### src/rtl/bmes_pkg.sv
// bicycle model euler step: shared types, constants and tables
// no dependencies
`default_nettype none
package bmes_pkg;

	localparam int CordicIterations = 24;
	localparam int FracBits = 16;
	localparam int IterW = 5;

	localparam logic signed [31:0] CordicGainQ30 = 32'sd652032874;
	localparam logic signed [31:0] RadToBam = 32'sd683565276;

	// register indexes
	localparam logic [2:0] RegWheelbase = 3'd0;
	localparam logic [2:0] RegSpeedMax = 3'd1;
	localparam logic [2:0] RegSpeedMin = 3'd2;
	localparam logic [2:0] RegSteerMax = 3'd3;
	localparam logic [2:0] RegSteerMin = 3'd4;
	localparam logic [2:0] RegTimeStep = 3'd5;

	// datapath commands
	typedef enum logic [3:0] {
		CMD_NONE,
		CMD_LOAD,
		CMD_MUL_D,
		CMD_ROT_H,
		CMD_ROT_S,
		CMD_CORDIC,
		CMD_STORE_H,
		CMD_STORE_S,
		CMD_DXDY,
		CMD_DIV_TAN,
		CMD_MUL_DT,
		CMD_DIV_PHI,
		CMD_BAM_PHI,
		CMD_COMMIT
	} cmd_t;

	typedef struct packed {
		cmd_t       cmd;
		logic [IterW-1:0] iter;
	} ctl_t;

	typedef struct packed {
		logic div_done;
	} sts_t;

	function automatic logic signed [31:0] atan_bam(input logic [IterW-1:0] i);
		case (i)
			5'd0: atan_bam = 32'h20000000;
			5'd1: atan_bam = 32'h12E4051D;
			5'd2: atan_bam = 32'h09FB385B;
			5'd3: atan_bam = 32'h051111D4;
			5'd4: atan_bam = 32'h028B0D43;
			5'd5: atan_bam = 32'h0145D7E1;
			5'd6: atan_bam = 32'h00A2F61E;
			5'd7: atan_bam = 32'h00517C55;
			5'd8: atan_bam = 32'h0028BE53;
			5'd9: atan_bam = 32'h00145F2F;
			5'd10: atan_bam = 32'h000A2F98;
			5'd11: atan_bam = 32'h000517CC;
			5'd12: atan_bam = 32'h00028BE6;
			5'd13: atan_bam = 32'h000145F3;
			5'd14: atan_bam = 32'h0000A2F9;
			5'd15: atan_bam = 32'h0000517C;
			5'd16: atan_bam = 32'h000028BE;
			5'd17: atan_bam = 32'h0000145F;
			5'd18: atan_bam = 32'h00000A2F;
			5'd19: atan_bam = 32'h00000517;
			5'd20: atan_bam = 32'h0000028B;
			5'd21: atan_bam = 32'h00000145;
			5'd22: atan_bam = 32'h000000A2;
			5'd23: atan_bam = 32'h00000051;
			5'd24: atan_bam = 32'h00000028;
			5'd25: atan_bam = 32'h00000014;
			5'd26: atan_bam = 32'h0000000A;
			5'd27: atan_bam = 32'h00000005;
			5'd28: atan_bam = 32'h00000002;
			5'd29: atan_bam = 32'h00000001;
			default: atan_bam = 32'h0;
		endcase
	endfunction

	function automatic logic signed [31:0] sat32(input logic signed [63:0] v);
		if (v > 64'sh7FFFFFFF) sat32 = 32'sh7FFFFFFF;
		else if (v < -64'sh80000000) sat32 = 32'sh80000000;
		else sat32 = v[31:0];
	endfunction

endpackage
`default_nettype wire

### src/rtl/bmes_ctrl.sv
// bicycle model euler step: sequencer for one step and the output handshake
// uses bmes_pkg
`default_nettype none
module bmes_ctrl (
	input  wire logic            clk,
	input  wire logic            arst_n,
	input  wire logic            in_valid,
	output logic                 in_ready,
	output logic                 out_valid,
	input  wire logic            out_ready,
	output bmes_pkg::ctl_t       ctl,
	input  wire bmes_pkg::sts_t  sts
);
	import bmes_pkg::*;

	typedef enum logic [4:0] {
		S_IDLE, S_MULD, S_ROTH, S_CORH, S_STH, S_ROTS, S_CORS, S_STS,
		S_DXDY, S_DTAN, S_WTAN, S_MULDT, S_DPHI, S_WPHI, S_BAM, S_CMT, S_OUT
	} state_t;

	state_t           state_q;
	logic [IterW-1:0] it_q;

	assign in_ready = (state_q == S_IDLE);
	assign out_valid = (state_q == S_OUT);

	always_comb begin
		ctl.iter = it_q;
		unique case (state_q)
			S_IDLE: ctl.cmd = in_valid ? CMD_LOAD : CMD_NONE;
			S_MULD: ctl.cmd = CMD_MUL_D;
			S_ROTH: ctl.cmd = CMD_ROT_H;
			S_CORH, S_CORS: ctl.cmd = CMD_CORDIC;
			S_STH: ctl.cmd = CMD_STORE_H;
			S_ROTS: ctl.cmd = CMD_ROT_S;
			S_STS: ctl.cmd = CMD_STORE_S;
			S_DXDY: ctl.cmd = CMD_DXDY;
			S_DTAN: ctl.cmd = CMD_DIV_TAN;
			S_MULDT: ctl.cmd = CMD_MUL_DT;
			S_DPHI: ctl.cmd = CMD_DIV_PHI;
			S_BAM: ctl.cmd = CMD_BAM_PHI;
			S_CMT: ctl.cmd = CMD_COMMIT;
			S_OUT: ctl.cmd = CMD_NONE;
			default: ctl.cmd = CMD_NONE;
		endcase
		// marks the heading divide when its quotient returns
		if (state_q == S_WPHI) ctl.iter = 5'd1;
		if (state_q == S_WTAN) ctl.iter = 5'd0;
	end

	// state, iteration count
	always_ff @(posedge clk or negedge arst_n) begin
		if (!arst_n) begin
			state_q <= S_IDLE;
			it_q <= '0;
		end else begin
			unique case (state_q)
				S_IDLE: if (in_valid) state_q <= S_MULD;
				S_MULD: state_q <= S_ROTH;
				S_ROTH: begin
					it_q <= '0;
					state_q <= S_CORH;
				end
				S_CORH: begin
					it_q <= it_q + IterW'(1);
					if (it_q == IterW'(CordicIterations - 1)) state_q <= S_STH;
				end
				S_STH: state_q <= S_ROTS;
				S_ROTS: begin
					it_q <= '0;
					state_q <= S_CORS;
				end
				S_CORS: begin
					it_q <= it_q + IterW'(1);
					if (it_q == IterW'(CordicIterations - 1)) state_q <= S_STS;
				end
				S_STS: state_q <= S_DXDY;
				S_DXDY: state_q <= S_DTAN;
				S_DTAN: state_q <= S_WTAN;
				S_WTAN: if (sts.div_done) state_q <= S_MULDT;
				S_MULDT: state_q <= S_DPHI;
				S_DPHI: state_q <= S_WPHI;
				S_WPHI: if (sts.div_done) state_q <= S_BAM;
				S_BAM: state_q <= S_CMT;
				S_CMT: state_q <= S_OUT;
				S_OUT: if (out_ready) state_q <= S_IDLE;
				default: state_q <= S_IDLE;
			endcase
		end
	end
endmodule
`default_nettype wire

### config.mk
export PLATFORM = sky130hd
export DESIGN_NAME = bmes_ctrl
export DESIGN_NICKNAME = d
export VERILOG_FILES = /design/src/rtl/bmes_pkg.sv /design/src/rtl/bmes_ctrl.sv
export SDC_FILE = /design/constraint.sdc
export NUM_CORES = 1
export LEC_CHECK = 0
export BUFFER_PORTS_ARGS = -buffer_cell sky130_fd_sc_hd__buf_2
export CORE_UTILIZATION = 52
export CTS_CLUSTER_SIZE = 25
export DETAILED_ROUTE_END_ITERATION = 8
export HOLD_SLACK_MARGIN = 0.02
export MAX_ROUTING_LAYER = met4
export PLACE_DENSITY = 0.84
export REMOVE_ABC_BUFFERS = 1
export SLEW_MARGIN = 20
export SYNTH_ARGS = -nofsm -noshare
export SYNTH_HDL_FRONTEND = slang
export SYNTH_SLANG_ARGS = --single-unit
### constraint.sdc
create_clock -name clk -period 1.9 [get_ports clk]
set_input_delay 0.285 -clock clk [delete_from_list [all_inputs] [get_ports clk]]
set_output_delay 0.285 -clock clk [all_outputs]
set_load 0.01 [all_outputs]
==> reports/summary.txt <==
Final setup vio count: 0
ANT cells: 0
Register area share after synthesis: 0.334
Slew Limit Headroom: 0.735
Top-area cell type share of the netlist area: 0.334
PwrDens: 1830 mW/mm²
Die Span Y: 40.0 µm
WL final: 1860 µm
Synth top area cells: dfrtp_1 (33%), a21oi_1 (4.7%), nand2b_1 (4.2%)
Tot GR Track Use: 0.274
Fin crit period: 1.81 ns
Cell taking the most area after synthesis: dfrtp_1
# IOs: 16
Root Driver: clkbuf_4
Final slew viol count: 0
Core area: 0.00132 mm²
Max frequency: 554 MHz
First-pass GRT wire length: 2670 µm
Worst setup path end: ctl[6]
Final worst path period share: 0.951
Worst-path fanout max: 7
DP Worst Slack: 0.263 ns
Synthesized instance count: 91
Initial DRC count: 31
TritonCTS clock tree: yes
Vias/cell: 5.89
Number of failing hold endpoints at the final stage: 0
Worst-path clk slew: 0.07 ns
Port bufs: 15
Total Nets Final: 121
CP Launch Point: state_q[2]$_DFFE_PN0P_
IR drop worst, VDD: 0.00112 V
Commonest cells in the synthesized netlist: dfrtp_1 (10), nand2_1 (8), a21oi_1 (7)
Post-synthesis mux area share: 0.0467
Critical Path Max Stage Delay: 0.49 ns
Buffers & Inverters on Critical Path: 2
RR Startpoint: it_q[0]$_DFFE_PN0P_
Synth Area in XOR/XNOR: 0.0334
Adder-Cell Fraction of Synth Area: 0.0167
Crit path capture type: output port
Largest family of logic cells by synthesized area: simple AND/OR/NAND/NOR gates
Asr flop ratio synth: 1.00
Clk buf depth: 2
Synth cell types: 36
Initial antenna violation count: 0
Share of cells above drive strength 1: 0.342
Compound-cell area share of the yosys netlist: 0.180
Min Hold Slack: 0.256 ns
Mean post-synth cell area: 8.24 µm²
Residual DRC: 0
Setup TNS: 0 ns
Total CTS buffers: 3
# rows: 13
Worst slew pin tran: 0.394 ns
Status: finished, final reports clean
#FFs+latches synth: 10
Critical path, cell by cell: buf_4 > nand3b_1 > o211ai_1 > o21ai_0 > nor2_1 > buf_2
Initial Util: 0.569
Most common flop cell mapped by yosys: dfrtp_1
Die ar.: 0.00160 mm²
Fin Clk Skew: 0.00206 ns
CP Depth: 6
Hold WC Path Type: in -> reg
Area grow syn2layout: 27.0%
Grt total ovfl: 0
Crit path kind: reg -> out
Reg2Reg Depth: 5
Max cap viols: 0
Final HPWL DP: 1190 µm
Required @ worst endpoint: 1.62 ns
Final RePlAce weighted congestion: 0.885
Number of global-route vias before repair: 582
Startpoint Class: flip-flop
Dpl cells: 117
Setup ws final: 0.0936 ns
Reg2reg end: state_q[0]$_DFFE_PN0P_
Mapped Area: 749 µm²
Count leader, synth: dfrtp_1
Pre-antenna DRT Iters: 5
Delay-heaviest family, CP: flip-flops
Largest net degree at the start of global routing: 17
Crit path arrival time: 1.52 ns
Post-synth EDFFs: 0
CTS sink count: 10
Via count: 760
CP max stage cell: dfrtp_2
Setup slack, reg-to-reg: 0.35 ns
H-tree depth: 1
Ys Warns: 0
DR WL/cell: 14.4 µm
Leakage: 0.445 nW
Routed Antenna Nets: 0
Cell Count, Final, Fillers Out: 129
Clk Latency, worst-skew pair: 0.27 ns
Die X: 40.0 µm
Post-Synth Simple-Gate Area: 0.341
through the flow:
step / util / total power, mW / area [µm²]
floorplan: - / 1.06 / 721
global placement: 0.630 / 1.31 / 830
detailed placement: 0.630 / 1.35 / 830
CTS: 0.671 / 1.57 / 885
global route: 0.723 / 1.87 / 952
finish: 0.723 / 1.74 / 952
worst min path at each step:
stage               depth (start not counted)       from  slack, ns                     end
global route                                3  out_ready       0.26  state_q[4]$_DFFE_PN0P_
detailed placement                          1     arst_n       0.16     it_q[0]$_DFFE_PN0P_
finish                                      3  out_ready       0.26  state_q[4]$_DFFE_PN0P_
floorplan                                   0     arst_n      -0.01     it_q[0]$_DFFE_PN0P_
CTS                                         3  out_ready       0.26  state_q[4]$_DFFE_PN0P_
global placement                            1     arst_n       0.16  state_q[0]$_DFFE_PN0P_
what timing repair did:
action,CTS,global route
endpoints found under the setup margin,6,8
hold endpoints to repair,10,0
buffers inserted,0,7
gates resized for setup,4,4
pin swaps,0,1
hold buffers,1,0
power breakdown:
group / switching (mW) / internal (mW)
registers: 0.192 / 0.294
logic: 0.539 / 0.518
clock network: 0.0823 / 0.117
area by class of cell:
class / count / area [µm²]
Clock buffer: 4 / 36.3
Fill cell: 110 / 365
Inverter: 2 / 7.51
Multi-Input combinational cell: 73 / 484
Sequential cell: 10 / 255
Tap cell: 15 / 18.8
Timing Repair Buffer: 25 / 150
sequential cells by signal (all words and copies together), names as in the netlist:
name,count
state_q,5
it_q,5
cell families (layout without fill, tap and decap cells):
family          count (synthesis)  count (layout)
compound gates                 21              21
mux                             3               3
flops                          10              10
xor+xnor                        2               2
buf+inv                         8              31
fa+ha+maj                       1               1
simple gates                   46              46
cell usage in the layout (no fill, tap or decap), types with 2 or more instances in the layout:
cell and count:
and2_1 4, a21o_1 2, buf_2 16, o21ai_2 2, buf_4 8, nor2_1 5, inv_1 2, dfrtp_1 6
nand2_1 8, nand3b_1 3, a21oi_1 7, clkbuf_4 3, nor3_1 3, mux2i_1 2, nor2b_1 2, nand2b_1 5
o21ai_1 2, nor4_1 2, o21ai_0 2, dfrtp_2 4, nand3_1 5
per-layer routing:
| metal | GRT usage | routed length (µm) | up-vias |
|---|---|---|---|
| li1 | - | - | 369 |
| met1 | 0.340 | 849 | 357 |
| met2 | 0.387 | 885 | 29 |
| met3 | 0.0944 | 92 | 5 |
| met4 | 0.147 | 33 | 0 |
| met5 | - | 0 | - |
tightest hold or removal path, delay by kind of cell:
family	cells	cell delay (ns)
compound gates	1	0.11
buf+inv	2	0.10
Note: power is estimated with default switching activity, not from simulation.
